## config.mk

```make
export PLATFORM = sky130hd
export DESIGN_NAME = key_matrix_event_extractor
export DESIGN_NICKNAME = d
export VERILOG_FILES = /design/src/design/kmee_pkg.sv /design/src/design/kmee_ctrl.sv /design/src/design/kmee_dp.sv /design/src/design/key_matrix_event_extractor.sv
export SDC_FILE = /design/constraint.sdc
export NUM_CORES = 1
export LEC_CHECK = 0
export ABC_AREA = 1
export BUFFER_PORTS_ARGS = -buffer_cell sky130_fd_sc_hd__buf_2
export CORE_ASPECT_RATIO = 1.5
export CORE_MARGIN = 2
export CORE_UTILIZATION = 30
export CTS_CLUSTER_SIZE = 16
export DETAILED_ROUTE_END_ITERATION = 16
export PLACE_DENSITY_LB_ADDON = 0.25
export RECOVER_POWER = 50
export SYNTH_ARGS = -nofsm -noshare
export SYNTH_HDL_FRONTEND = slang
export SYNTH_HIERARCHICAL = 1
export SYNTH_SLANG_ARGS = --single-unit
```

## constraint.sdc

```tcl
create_clock -name clk -period 7.6 [get_ports clk]
set_input_delay 0.76 -clock clk [delete_from_list [all_inputs] [get_ports clk]]
set_output_delay 0.76 -clock clk [all_outputs]
set_load 0.01 [all_outputs]
```

## src/design/kmee_pkg.sv

```systemverilog
`timescale 1ns / 1ps
`default_nettype none

package kmee_pkg;

    // default matrix size
    localparam int ROWS_DEF = 8;
    localparam int COLS_DEF = 8;

    // item kinds
    localparam logic KIND_LOAD = 1'b0;
    localparam logic KIND_SCAN = 1'b1;

    // controller to datapath
    typedef struct packed {
        logic load_row;    // write one row
        logic start_scan;  // latch per-row report mask, rewind row pointer
        logic open_row;    // take diff of current row into work bits
        logic next_row;    // advance row pointer
        logic push_event;  // send lowest pending key change
        logic push_empty;  // send empty end-of-scan result
    } cmd_t;

    // datapath to controller
    typedef struct packed {
        logic any_report;  // some row will report on this scan
        logic row_report;  // row under pointer reports
        logic slot_free;   // output register can take a result
        logic work_last;   // lowest pending change is the last of the row
        logic rows_done;   // no reporting row left after this one
    } sts_t;

endpackage

`default_nettype wire

```

## src/design/kmee_ctrl.sv

```systemverilog
`timescale 1ns / 1ps
`default_nettype none

module kmee_ctrl
(
    input  wire logic           clk,
    input  wire logic           rst_n,
    input  wire logic           in_valid,
    input  wire logic           kind,
    output logic                in_stall,
    input  kmee_pkg::sts_t      sts,
    output kmee_pkg::cmd_t      cmd
);

    typedef enum logic [1:0] {
        ST_IDLE,
        ST_SEEK,
        ST_EMIT,
        ST_EMPTY
    } state_t;

    state_t state_reg;
    state_t state_next;

    always_comb
    begin
        state_next = state_reg;
        cmd        = '0;
        in_stall   = 1'b1;
        case (state_reg)
            ST_IDLE:
            begin
                in_stall = 1'b0;
                if (in_valid)
                begin
                    if (kind == kmee_pkg::KIND_LOAD)
                    begin
                        cmd.load_row = 1'b1;
                    end
                    else
                    begin
                        cmd.start_scan = 1'b1;
                        state_next = sts.any_report ? ST_SEEK : ST_EMPTY;
                    end
                end
            end
            ST_SEEK:
            begin
                if (sts.row_report)
                begin
                    cmd.open_row = 1'b1;
                    state_next   = ST_EMIT;
                end
                else
                begin
                    cmd.next_row = 1'b1;
                end
            end
            ST_EMIT:
            begin
                if (sts.slot_free)
                begin
                    cmd.push_event = 1'b1;
                    if (sts.work_last)
                    begin
                        if (sts.rows_done)
                        begin
                            state_next = ST_IDLE;
                        end
                        else
                        begin
                            cmd.next_row = 1'b1;
                            state_next   = ST_SEEK;
                        end
                    end
                end
            end
            ST_EMPTY:
            begin
                if (sts.slot_free)
                begin
                    cmd.push_empty = 1'b1;
                    state_next     = ST_IDLE;
                end
            end
            default:
            begin
                state_next = ST_IDLE;
            end
        endcase
    end

    always_ff @(posedge clk or negedge rst_n)
    begin
        if (!rst_n)
        begin
            state_reg <= ST_IDLE;
        end
        else
        begin
            state_reg <= state_next;
        end
    end

endmodule

`default_nettype wire

```

## src/design/kmee_dp.sv

```systemverilog
`timescale 1ns / 1ps
`default_nettype none

module kmee_dp
#(
    parameter int ROWS = kmee_pkg::ROWS_DEF,
    parameter int COLS = kmee_pkg::COLS_DEF
)
(
    input  wire logic           clk,
    input  wire logic           rst_n,
    input  wire logic           cfg_we,
    input  wire logic           cfg_wdata,
    input  wire logic [2:0]     row_index,
    input  wire logic [7:0]     row_bits,
    input  wire logic           out_stall,
    output logic                out_valid,
    output logic                event_valid,
    output logic [2:0]          event_row,
    output logic [2:0]          event_col,
    output logic                key_down,
    output logic                last,
    input  kmee_pkg::cmd_t      cmd,
    output kmee_pkg::sts_t      sts
);

    localparam int ROW_W = (ROWS > 1) ? $clog2(ROWS) : 1;

    logic [COLS-1:0]  cur_reg [ROWS];
    logic [COLS-1:0]  rep_reg [ROWS];
    logic [ROWS-1:0]  report_reg;
    logic [ROWS-1:0]  report_now;
    logic [ROWS-1:0]  multi;
    logic [ROWS-1:0]  ghosted;
    logic [ROW_W-1:0] row_reg;
    logic [COLS-1:0]  work_reg;
    logic [COLS-1:0]  now_reg;
    logic [COLS-1:0]  work_rest;
    logic [COLS-1:0]  low_bit;
    logic [2:0]       low_col;
    logic             ghost_en_reg;
    logic             out_valid_reg;
    logic             event_valid_reg;
    logic [2:0]       event_row_reg;
    logic [2:0]       event_col_reg;
    logic             key_down_reg;
    logic             last_reg;
    logic             load_hit;

    // ghost check: a multi-key row sharing a column with another multi-key row
    always_comb
    begin
        for (int r = 0; r < ROWS; r++)
        begin
            multi[r] = |(cur_reg[r] & (cur_reg[r] - COLS'(1)));
        end
        for (int r = 0; r < ROWS; r++)
        begin
            ghosted[r] = 1'b0;
            for (int o = 0; o < ROWS; o++)
            begin
                if (o != r && multi[o] && (|(cur_reg[r] & cur_reg[o])))
                begin
                    ghosted[r] = 1'b1;
                end
            end
            ghosted[r]    = ghosted[r] & multi[r];
            report_now[r] = (|(cur_reg[r] ^ rep_reg[r])) & ~(ghost_en_reg & ghosted[r]);
        end
    end

    // lowest pending change of the open row
    always_comb
    begin
        work_rest = work_reg & (work_reg - COLS'(1));
        low_bit   = work_reg & ~work_rest;
        low_col   = 3'd0;
        for (int c = COLS - 1; c >= 0; c--)
        begin
            if (work_reg[c])
            begin
                low_col = 3'(c);
            end
        end
    end

    assign load_hit = cmd.load_row && ({1'b0, row_index} < 4'(ROWS));

    assign sts.any_report = |report_now;
    assign sts.row_report = report_reg[row_reg];
    assign sts.slot_free  = !out_valid_reg || !out_stall;
    assign sts.work_last  = ~|work_rest;
    assign sts.rows_done  = ~|report_reg;

    always_ff @(posedge clk or negedge rst_n)
    begin
        if (!rst_n)
        begin
            for (int r = 0; r < ROWS; r++)
            begin
                cur_reg[r] <= '0;
                rep_reg[r] <= '0;
            end
            report_reg    <= '0;
            row_reg       <= '0;
            ghost_en_reg  <= 1'b1;
            out_valid_reg <= 1'b0;
        end
        else
        begin
            if (cfg_we)
            begin
                ghost_en_reg <= cfg_wdata;
            end
            if (load_hit)
            begin
                cur_reg[row_index[ROW_W-1:0]] <= row_bits[COLS-1:0];
            end
            if (cmd.start_scan)
            begin
                report_reg <= report_now;
                row_reg    <= '0;
            end
            if (cmd.open_row)
            begin
                rep_reg[row_reg]    <= cur_reg[row_reg];
                report_reg[row_reg] <= 1'b0;
            end
            if (cmd.next_row)
            begin
                row_reg <= ROW_W'(row_reg + 1'b1);
            end
            if (cmd.push_event || cmd.push_empty)
            begin
                out_valid_reg <= 1'b1;
            end
            else if (!out_stall)
            begin
                out_valid_reg <= 1'b0;
            end
        end
    end

    // payload registers
    always_ff @(posedge clk)
    begin
        if (cmd.open_row)
        begin
            work_reg <= cur_reg[row_reg] ^ rep_reg[row_reg];
            now_reg  <= cur_reg[row_reg];
        end
        else if (cmd.push_event)
        begin
            work_reg <= work_rest;
        end
        if (cmd.push_event)
        begin
            event_valid_reg <= 1'b1;
            event_row_reg   <= 3'(row_reg);
            event_col_reg   <= low_col;
            key_down_reg    <= |(low_bit & now_reg);
            last_reg        <= (~|work_rest) && (~|report_reg);
        end
        else if (cmd.push_empty)
        begin
            event_valid_reg <= 1'b0;
            event_row_reg   <= 3'd0;
            event_col_reg   <= 3'd0;
            key_down_reg    <= 1'b0;
            last_reg        <= 1'b1;
        end
    end

    assign out_valid   = out_valid_reg;
    assign event_valid = event_valid_reg;
    assign event_row   = event_row_reg;
    assign event_col   = event_col_reg;
    assign key_down    = key_down_reg;
    assign last        = last_reg;

endmodule

`default_nettype wire

```

## src/design/key_matrix_event_extractor.sv

```systemverilog
// timing: a row load is written straight from idle; a scan-done transfer is captured,
//   then the rows are walked and each key event is sent, or an empty result if none reports
// throughput: loads back to back; the next transfer waits until the scan walk has ended,
//   the row walk and the events, one per cycle while the output is not stalled, set the wait
// reset: asynchronous active low; stored and reported rows clear to zero,
//   ghost check comes up enabled, output register empty
`timescale 1ns / 1ps
`default_nettype none

module key_matrix_event_extractor
#(
    parameter int ROWS = kmee_pkg::ROWS_DEF,  // matrix rows, 1 to 8
    parameter int COLS = kmee_pkg::COLS_DEF   // matrix columns, 1 to 8
)
(
    input  wire logic        clk,
    input  wire logic        rst_n,

    // configuration: ghost check enable
    input  wire logic        cfg_we,
    input  wire logic        cfg_wdata,

    // input channel
    input  wire logic        in_valid,
    output logic             in_stall,
    input  wire logic        kind,
    input  wire logic [2:0]  row_index,
    input  wire logic [7:0]  row_bits,

    // result channel
    output logic             out_valid,
    input  wire logic        out_stall,
    output logic             event_valid,
    output logic [2:0]       event_row,
    output logic [2:0]       event_col,
    output logic             key_down,
    output logic             last
);

    // command and status bundles between the sequencer and the datapath
    kmee_pkg::cmd_t cmd;
    kmee_pkg::sts_t sts;

    // sequencer: idle takes transfers, a scan walks rows, then each changed key, or sends an empty result
    kmee_ctrl u_ctrl
    (
        .clk      (clk),
        .rst_n    (rst_n),
        .in_valid (in_valid),
        .kind     (kind),
        .in_stall (in_stall),
        .sts      (sts),
        .cmd      (cmd)
    );

    // datapath: row store, reported store, ghost check, change picker and
    // the output register that decouples the result side
    kmee_dp
    #(
        .ROWS (ROWS),
        .COLS (COLS)
    )
    u_dp
    (
        .clk         (clk),
        .rst_n       (rst_n),
        .cfg_we      (cfg_we),
        .cfg_wdata   (cfg_wdata),
        .row_index   (row_index),
        .row_bits    (row_bits),
        .out_stall   (out_stall),
        .out_valid   (out_valid),
        .event_valid (event_valid),
        .event_row   (event_row),
        .event_col   (event_col),
        .key_down    (key_down),
        .last        (last),
        .cmd         (cmd),
        .sts         (sts)
    );

endmodule

`default_nettype wire
```

# Word-level counts from Yosys, hierarchy flattened
# Index checks and enable logic that the tools add are counted.
# Widths: inputs -> output; s select.
[op_classes]
add_sub_neg = 10
order_cmp = 6
n_eq_ne = 10
mux = 119
n_bitwise = 85
n_reduce_logical = 119
[op_table]
columns = ["cell", "n"]
rows = [
  ["$reduce_or 8->1", 48],
  ["$and 8x8->8", 40],
  ["$bwmux 64", 2],
  ["$mux 8", 10],
  ["$mux 1", 76],
  ["$sub 8x1->8 const B", 9],
  ["$xor 8x8->8", 9],
  ["$logic_and 1x1->1", 60],
  ["$bmux 8 s3", 2],
  ["$demux 8 s3", 2],
  ["$mux 3", 13],
  ["$and 1x1->1", 24],
  ["$mux 2", 10],
  ["$not 8->8", 2],
  ["$ne 2x2->1 const B", 6],
  ["$ge 4x4->1 const B", 2],
  ["$lt 4x1->1 const B", 2],
  ["$not 1->1", 8],
  ["$not 3->4", 2],
  ["$pmux 2 s4", 1],
  ["$reduce_and 6->1", 1],
  ["$reduce_bool 2->1", 3],
  ["$eq 2x2->1 const B", 2],
  ["$logic_not 1->1", 4],
  ["other kinds (10)", 11],
]
[totals]
regBits = 168
elab_cells = 377

# Logic depth before layout (Yosys ltp)
# Gate-level depths: netlist of the first run.
[logic_depth]
ltp_word = 20
mapped_depth = 19

# Modules after synthesis
# Netlist of the first run, hierarchy kept.
[by_module_without_submodules]
columns = ["mod", "n_inst", "cells_each", "area_per_inst_um2", "seq_area_each_um2"]
rows = [
  ["kmee_dp", 1, 1607, 11020.6, 4270.3],
  ["kmee_ctrl", 1, 44, 287.8, 50.0],
]

# Least setup slack after synthesis of the first run
# Ideal clock, no wire load.
[synth_timing]
kind = "reg2reg"
from = "register u_dp.row_reg[0]"
to = "register u_dp/rep_reg[43] in the netlist's numbering"
setup_time_ns = 0.128
t_arrival_ns = 2.476
required_time_ns = 7.472
slack_ns = 4.997
stages_incl_launch_ff = 20
synth_period_minus_slack_ns = 2.603
cell_sequence = "dfrtp_1 buf_4 inv_2 buf_6 buf_6 buf_6 nor2_1 o32ai_1 a21oi_1 o211ai_1 nand2_1 inv_1 inv_1 nor2_1 inv_1 nor2_1 inv_1 buf_2 nand2_1 o21ai_0"
[synth_rtl]
columns = ["item", "line_no", "text"]
rows = [
  ["start, declared", "kmee_dp.sv:35", "logic [ROW_W-1:0] row_reg;"],
  ["start signal, assigned", "kmee_dp.sv:131", "row_reg <= ROW_W'(row_reg + 1'b1);"],
  ["end signal, assigned by index", "kmee_dp.sv:126", "rep_reg[row_reg] <= cur_reg[row_reg];"],
  ["end, declared", "kmee_dp.sv:30", "logic [COLS-1:0] rep_reg [ROWS];"],
]

==> impl_results.md, run 1 <==
* Outcome: finished with violations
* Grt ovf at 0
* Antenna violations before repair at 0
* Clock Root Buffer: clkbuf_16
* Core area at 37300 µm²
* Synth area leader: dfrtp_1
* Row cnt at 87
* Clk_skew at 12.8 ps
* Sequential cell area fraction in the yosys report at 38.2%
* Largest net degree at the start of global routing at 81
* CTS Sinks at 168
* Flop-to-flop setup slack at 3650 ps
* Clock network latency to the later pin of the worst-skew pair at 460 ps
* Avg WL per Cell at 24.0 µm
* H-tree depth at 4
* Clk pin slew, worst setup/hold paths at 70 ps
* HP Class: flop to flop
* First-pass GRT wire length at 73.4 mm
* Max-slew violation count at 81
* Maximum fanout along the worst path at 80
* Mapped Cells at 1651
* WP data required at 8040 ps
* Leak at 5.71 nW
* Power density cells at 510 nW/µm²
* Failing checks: max-capacitance violations, max-slew violations
* FF+latch count, synth at 168
* Buf/Inv on CP at 2
* GPL Wtd Cong at 1.02
* Vias/cell at 5.31
* Drt total wl at 50.8 mm
* VDD IR max at 0.000147 V
* Max-cap violations at 1
* PnR worst setup slack at 3000 ps
* RSZ-0062 raised after global routing: false
* Hold path startpoint: u_dp/event_valid
* # diodes at 0
* Setup CP Type: input port to async pin
* Area Overhead vs Synth at 7.62%
* F_max at 217 MHz
* Placed cells at 2083
* Most common cell in the netlist: nand2_1
* Worst-Margin Slew at 4580 ps
* Share of the synthesized area in the top cell type at 31.4%
* Total GRT Usage at 26.0%
* CP delay by family, top: buffers and inverters
* Routed vias at 11200
* Worst path cell trace: clkbuf_1 > buf_4
* DRC Markers at 0
* Post-CTS sizing at 0
* Most common library cells after synthesis: nand2_1, o21ai_0, nor2_1
* Finished Core Util at 32.6%
* Pwr Total at 6.21 mW
* Die area at 39300 µm²
* Max-slew headroom at -205%
* Die Y at 242 µm
* Final setup viols at 0
* Die width at 163 µm
* Yosys warns at 6
* Initial Util at 30.3%
* Final ANT Viol Nets at 0
* Vias in the first global route at 10800
* Mapped cell area at 11300 µm²
* Pre-CTS setup slack at 3720 ps
* First DRT Iteration DRCs at 1124
* EDFF count, synth at 24
* Crit path launch: rst_n
* Slowest Stage Delay on Critical Path at 3140 ps
* Port Buffers at 28
* Worst reg2reg path startpoint: u_dp/row_reg[0]
* Setup crit start kind: input port
* Top cells by area, synth: dfrtp_1, nand2_1, o21ai_0
* Synth async-reset ratio at 85.1%
* Dpl hpwl at 37.9 mm
* Syn Area/Cell at 6.85 µm²
* Hold Buf Count CTS at 0
* Final nets at 1637
* Critical Path Sink Type: async pin
* IO Pins at 29
* Distinct cells, synth at 53
* Layout cells sized above 1 at 5.90%
* Fin crit share at 60.6%
* Worst path slowest cell: clkbuf_1
* Setup bufs post-CTS at 0
* Most used DFF post-synth: dfrtp_1
* CTS tree: built
* Worst Path Arrival at 5040 ps
* Hold Vio Cnt, Final at 0
* CTS Buf Count at 17
* Total iterations of the first detailed-routing run at 6
* Crit path time final at 4600 ps
* Post-Layout Cell Count at 2115
* Fin Setup TNS at 0 ps
* Mapped Nets at 1675
* Max Root-Sink Buffers at 2
[metrics by stage]
step	instance area, µm²	hold WS (ps)
2_1_floorplan	11300	464
3_5_place_dp	11600	474
5_1_grt	12200	491
6_report	12200	480
3_3_place_gp	11600	447
4_1_cts	12200	396
[cells in the final DEF, fill, tap and decap left out, types with 2 or more instances in the layout]
cell type / count
nand2_1: 532
o21ai_0: 256
nor2_1: 185
dfrtp_1: 141
inv_1: 133
xor2_1: 62
a21oi_1: 47
o21ai_1: 24
edfxtp_1: 24
o22ai_1: 19
clkbuf_16: 17
buf_2: 17
nand3_1: 15
nor4_1: 15
clkbuf_1: 14
inv_2: 11
nand4_1: 9
nor2_4: 9
nor3_1: 8
o2111ai_1: 7
nand4_2: 7
ha_1: 6
nand2_2: 6
o221ai_1: 6
xnor2_1: 6
inv_6: 4
buf_4: 3
o211ai_1: 3
or2_2: 3
clkinv_4: 2
clkinvlp_4: 2
nand3_2: 2
nor2_2: 2
or2_1: 2
or2_0: 2
[area by class of cell]
cell class / count / area [µm²]
Sequential cell: 168 / 4320
Inverter: 145 / 544
Clock buffer: 21 / 452
Timing Repair Buffer: 32 / 153
Multi-Input combinational cell: 1249 / 5970
Clock inverter: 11 / 114
Tap cell: 489 / 612
Fill cell: 4101 / 25200
[cell families after synthesis]
kind of cell	share of synthesized area, %
AOI/OAI and AO/OA	17.8
and+or+nand+nor	29.1
adders and majority gates	0.664
xor gates and xnor gates	5.27
DFF	38.2
buffers and inverters	8.94
[per-layer routing]
| metal | up-vias | track usage [%] | wire length (µm) |
|---|---|---|---|
| li1 | 5233 | - | - |
| met1 | 5290 | 28.3 | 18400 |
| met2 | 494 | 45.5 | 25400 |
| met3 | 205 | 3.79 | 2630 |
| met4 | 0 | 19.2 | 4370 |
| met5 | - | 0 | 0 |
[worst reg2reg max path, delay by kind of cell (launching register included)]
family | cells | cell delay, ps
buffers and inverters | 7 | 2340
AO/OA/AOI/OAI | 4 | 600
AND/OR/NAND/NOR | 4 | 600
flip-flops | 1 | 340
[power breakdown]
part,switching [mW],total [mW],internal [mW]
clock network,0.401,0.869,0.467
logic,2.25,3.20,0.944
registers,0.886,2.14,1.25
[path summary, 6_finish.rpt]
check,endpoint,depth (start not counted)
hold reg to reg,u_dp/event_valid,2
max in group clk,u_dp/report_reg[2],15
setup / recovery,u_dp/row_reg[0],2
hold / removal,u_dp/event_valid,2
setup reg to reg,u_dp/report_reg[2],15
min in group asynchronous,u_dp/rep_reg[18],1
(Power assumes the default switching activity.)
==> run 2: changes to the inputs <==
clock period = 4.3 ns   (was 7.6 ns; I/O delays follow)
==> impl_results.md, run 2 (synthesized netlist as in run 1, its figures left out) <==
* Hold path startpoint: cfg_we
* Final setup viols at 0
* Flop-to-flop setup slack at 830 ps
* First-pass GRT wire length at 72.7 mm
* R2r endpoint: u_dp/report_reg[2]
* Dpl hpwl at 37.2 mm
* Vias in the first global route at 10900
* GPL Wtd Cong at 1.03
* Total iterations of the first detailed-routing run at 6
* Max-slew headroom at -92.4%
* # diodes at 0
* Max Root-Sink Buffers at 2
* PnR worst setup slack at 825 ps
* Fin crit share at 80.8%
* Initial Util at 30.3%
* RSZ-0062 raised after global routing: false
* Row cnt at 87
* DRC Markers at 0
* H-tree depth at 4
* Pre-CTS setup slack at 935 ps
* CTS Sinks at 168
* WP data required at 4630 ps
* Worst Setup EP: u_dp/report_reg[2]
* Setup CP Type: flop to flop
* CTS Buf Count at 17
* IO Pins at 29
* Largest net degree at the start of global routing at 84
* Total GRT Usage at 25.5%
* Die width at 163 µm
* Die area at 39300 µm²
* Clk_skew at 13.9 ps
* Fin Setup TNS at 0 ps
* Clk pin slew, worst setup/hold paths at 80 ps
* Final ANT Viol Nets at 0
* Routed vias at 11100
* Port Buffers at 28
* Die Y at 242 µm
* Clock network latency to the later pin of the worst-skew pair at 460 ps
* Area Overhead vs Synth at 8.03%
* Avg WL per Cell at 23.2 µm
* Crit path launch: u_dp/row_reg[0]
* Grt ovf at 0
* Outcome: finished with violations
* Setup crit start kind: flop
* R2R cell count at 13
* Vias/cell at 5.26
* Layout cells sized above 1 at 6.07%
* Power density cells at 883 nW/µm²
* Max-cap violations at 1
* Failing checks: max-capacitance violations, max-slew violations
* VDD IR max at 0.000275 V
* Setup bufs post-CTS at 0
* Worst reg2reg path startpoint: u_dp/row_reg[0]
* Hold Vio Cnt, Final at 0
* Core area at 37300 µm²
* Leak at 5.73 nW
* Crit path time final at 3470 ps
* First DRT Iteration DRCs at 1158
* Clock Root Buffer: clkbuf_16
* Critical Path Sink Type: flop
* Maximum fanout along the worst path at 43
* Drt total wl at 49.2 mm
* Max-slew violation count at 61
* CTS tree: built
* HP Class: input port to flop
* Most frequent cells in the layout: nand2_1, o21ai_0, nor2_1
* Worst-Margin Slew at 2890 ps
* Final nets at 1641
* Most common cell after layout, fill and taps aside: nand2_1
* Antenna violations before repair at 0
* F_max at 288 MHz
* Worst Path Arrival at 3800 ps
-- run 2: stage by stage --
step	std cells	util, %	total power [mW]	cell area, µm²	hold slack (ps)
floorplan	1651	-	6.90	11300	134
global placement	2086	31.2	9.09	11700	437
detailed placement	2086	31.2	9.13	11700	449
CTS	2119	32.8	10.7	12200	115
global route	2119	32.7	11.5	12200	141
finish	2119	32.7	10.8	12200	136
-- run 2: routing by layer --
layer,vias up,wire [µm],track usage [%]
li1,5253,-,-
met3,187,2450,3.24
met1,5204,17700,27.8
met5,-,0,0
met4,0,4170,19.0
met2,504,24900,44.9
-- run 2: repair_timing --
action | in CTS | in global routing
endpoints found under the setup margin | 0 | 0
hold buffers | 1 | 0
gates resized for setup | 0 | 0
hold endpoints to repair | 56 | 0
-- run 2: worst min-delay path by stage --
stage / to / slack (ps) / cells past startpoint
3_5_place_dp: u_dp/rep_reg[22] / 450 / 1
3_3_place_gp: u_dp/event_valid / 440 / 2
4_1_cts: u_dp/ghost_en_reg / 120 / 2
6_report: u_dp/ghost_en_reg / 140 / 2
5_1_grt: u_dp/ghost_en_reg / 140 / 2
2_1_floorplan: u_ctrl/state_reg[0] / 130 / 0
-- run 2: report_power, final --
part           switching, mW  total (mW)  internal, mW
sequential              1.49        3.71          2.22
combinational           3.88        5.56          1.68
clock                  0.729        1.52         0.789
-- run 2: area by class of cell --
| type | instances | area [µm²] |
|---|---|---|
| clock inverter | 12 | 106 |
| sequential | 168 | 4320 |
| inverter | 145 | 544 |
| multi-input combinational | 1249 | 5970 |
| timing repair buffer | 36 | 201 |
| fill | 4093 | 25100 |
| tap | 489 | 612 |
| clock buffer | 20 | 457 |
-- run 2: worst max-delay path, cell delays in order, from the launching register on --
cell and delay (ps):
dfrtp_2 600, inv_2 180, buf_4 420, o21ai_0 190
o211ai_1 230, nand2_1 80, inv_1 350, inv_1 360
nor2_1 170, inv_1 130, nor2_1 180, inv_1 220
o21ai_0 150, a21oi_1 70
==> run 3: changes to the inputs <==
ABC_AREA = 0   (was 1)
clock period = 3.25 ns   (was 4.3 ns; I/O delays follow)
==> impl_results.md, run 3 <==
* Dpl hpwl at 29.1 mm
* Port Buffers at 28
* FF+latch count, synth at 168
* Power density cells at 1290 nW/µm²
* Hold Vio Cnt, Final at 0
* Fill cells at 3648
* CTS tree: built
* Antenna violations before repair at 1
* Worst Path Arrival at 3400 ps
* HP Class: input port to flop
* F_max at 326 MHz
* Most frequent cells in the layout: dfrtp_1, a22oi_1, nor2_1
* Top cells by area, synth: dfrtp_1, a22oi_1, mux2_2
* Mapped Cells at 1088
* Area post-placement at 11700 µm²
* VDD IR max at 0.000502 V
* GPL Wtd Cong at 1.01
* Die Y at 236 µm
* Most common cell in the netlist: dfrtp_1
* Worst path cell trace: or4_1 > a2111oi_0 > o32a_1 > o22ai_1 > o41ai_2 > a22oi_1 > nand4_1 > nand2_1 > o21ai_0 > mux2i_1
* Most common library cells after synthesis: dfrtp_1, a22oi_1, nor2_1
* Most common cell after layout, fill and taps aside: dfrtp_1
* Clk_skew at 12.3 ps
* RSZ-0062 raised after global routing: false
* Final ANT Viol Nets at 0
* Most used DFF post-synth: dfrtp_1
* Vias/cell at 5.88
* WP data required at 3580 ps
* Maximum fanout along the worst path at 7
* Clock Root Buffer: clkbuf_16
* Critical Path Sink Type: flop
* Pint at 8.12 mW
* Syn Area/Cell at 9.87 µm²
* Die width at 158 µm
* Setup bufs post-CTS at 0
* Initial Util at 30.5%
* Core area at 35200 µm²
* CTS Buf Count at 17
* Clock power frac at 14.4%
* Final setup viols at 0
* Flop-to-flop setup slack at 190 ps
* Die area at 37300 µm²
* Routed vias at 9391
* First-pass GRT wire length at 60.9 mm
* Sequential share of power at 29.1%
* Layout cells sized above 1 at 21.3%
* Distinct cells, synth at 70
* Vias in the first global route at 9216
* Worst path slowest cell: or4_1
* Outcome: finished with violations
* Sequential cell area fraction in the yosys report at 40.2%
* Leak at 5.03 nW
* Setup crit start kind: flop
* Failing checks: max-capacitance violations, max-slew violations
* H-tree depth at 4
* CP delay by family, top: compound AO/OA/AOI/OAI gates
* Worst-Margin Slew at 1800 ps
* Area Overhead vs Synth at 14.7%
* FF/Latch Area at 4320 µm²
* Post-route cell area at 12300 µm²
* Max-cap violations at 1
* Multi-input gate area at 5960 µm²
* NetSw at 7.73 mW
* Yosys warns at 6
* Buf/Inv on CP at 0
* Share of the synthesized area in the top cell type at 33.1%
* Fin Setup TNS at 0 ps
* DRC Markers at 0
* Final nets at 1136
* Grt ovf at 0
* Row cnt at 84
* First DRT Iteration DRCs at 967
* IO Pins at 29
* Max Root-Sink Buffers at 2
* Largest net degree at the start of global routing at 72
* Clk pin slew, worst setup/hold paths at 70 ps
* Avg WL per Cell at 25.5 µm
* Setup CP Type: flop to flop
* Worst hold slack at 38.3 ps
* Fin crit share at 94.3%
* CTS Sinks at 168
* Sw frac at 48.8%
* Mapped cell area at 10700 µm²
* Synth area leader: dfrtp_1
* EDFF count, synth at 24
* Post-CTS sizing at 0
* Clock network latency to the later pin of the worst-skew pair at 450 ps
* # diodes at 0
* Synth async-reset ratio at 85.1%
* Total iterations of the first detailed-routing run at 6
* Drt total wl at 40.8 mm
* Pwr Total at 15.9 mW
* Max-slew headroom at -20.2%
* Slowest Stage Delay on Critical Path at 560 ps
* Mapped Nets at 1112
* Max-slew violation count at 72
* Total GRT Usage at 22.2%
* Crit path time final at 3060 ps
* Gate power share at 56.6%
run 3: changes by cell type after synthesis, sizes merged, moves of 24 or more:
cell,change
buf,-37
inv,-129
nand2,-471
mux2i,+25
a22oi,+129
clkbuf,+50
and4,+24
nor2,-115
mux2,+77
o21ai,-220
run 3: cell type report:
type,instances,share of cell area [%]
multi-input combinational,802,48.3
sequential,168,35.1
timing repair buffer,107,5.95
tap,473,4.80
clock buffer,20,3.80
clock inverter,12,1.53
inverter,16,0.488
run 3: cells by family (layout without fill, tap and decap cells):
logic type,Yosys count,in the layout,synth area share (%)
AO/OA/AOI/OAI,332,332,21.7
XOR/XNOR,72,72,5.87
adder cells (fa/ha/maj),7,7,0.792
buffers and inverters,118,155,4.29
flip-flops,168,168,40.2
multiplexers,118,118,13.8
AND/OR/NAND/NOR,273,273,13.3
run 3: power groups by stage:
stage	registers [mW]	clock network, mW	logic [mW]
floorplan	3.67	0	6.18
global placement	4.57	0	8.80
CTS	4.55	2.31	8.86
global route	4.69	2.39	9.58
detailed placement	4.59	0	8.83
finish	4.61	2.28	8.97
run 3: per-layer routing:
layer | track usage [%] | share of wire [%] | routed length (µm)
met5 | 0 | 0.032 | 13
met4 | 13.7 | 6.9 | 2820
met3 | 3.66 | 6.2 | 2530
met2 | 36.4 | 48 | 19600
met1 | 26.7 | 39 | 15900
run 3: what timing repair did:
action                     in CTS  in global routing
hold buffers                    1                  0
hold endpoints to repair       68                  0
setup endpoints to repair       0                  0
run 3: final timing paths:
check                                  from                  end  cells past startpoint
max                        u_dp/cur_reg[22]  u_ctrl/state_reg[1]                     10
min                                  cfg_we    u_dp/ghost_en_reg                      2
max reg2reg                u_dp/cur_reg[22]  u_ctrl/state_reg[1]                     10
min reg2reg                u_dp/event_valid     u_dp/event_valid                      1
max in group asynchronous             rst_n     u_dp/rep_reg[29]                      3
min in group asynchronous             rst_n     u_dp/cur_reg[35]                      2
run 3: per-stage QoR:
stage	cells	worst slack, ps	util (%)
2_1_floorplan	1088	51.6	-
6_report	1598	186	35.0
3_3_place_gp	1565	233	33.2
5_1_grt	1598	25.9	35.0
4_1_cts	1598	229	35.1
3_5_place_dp	1565	241	33.2
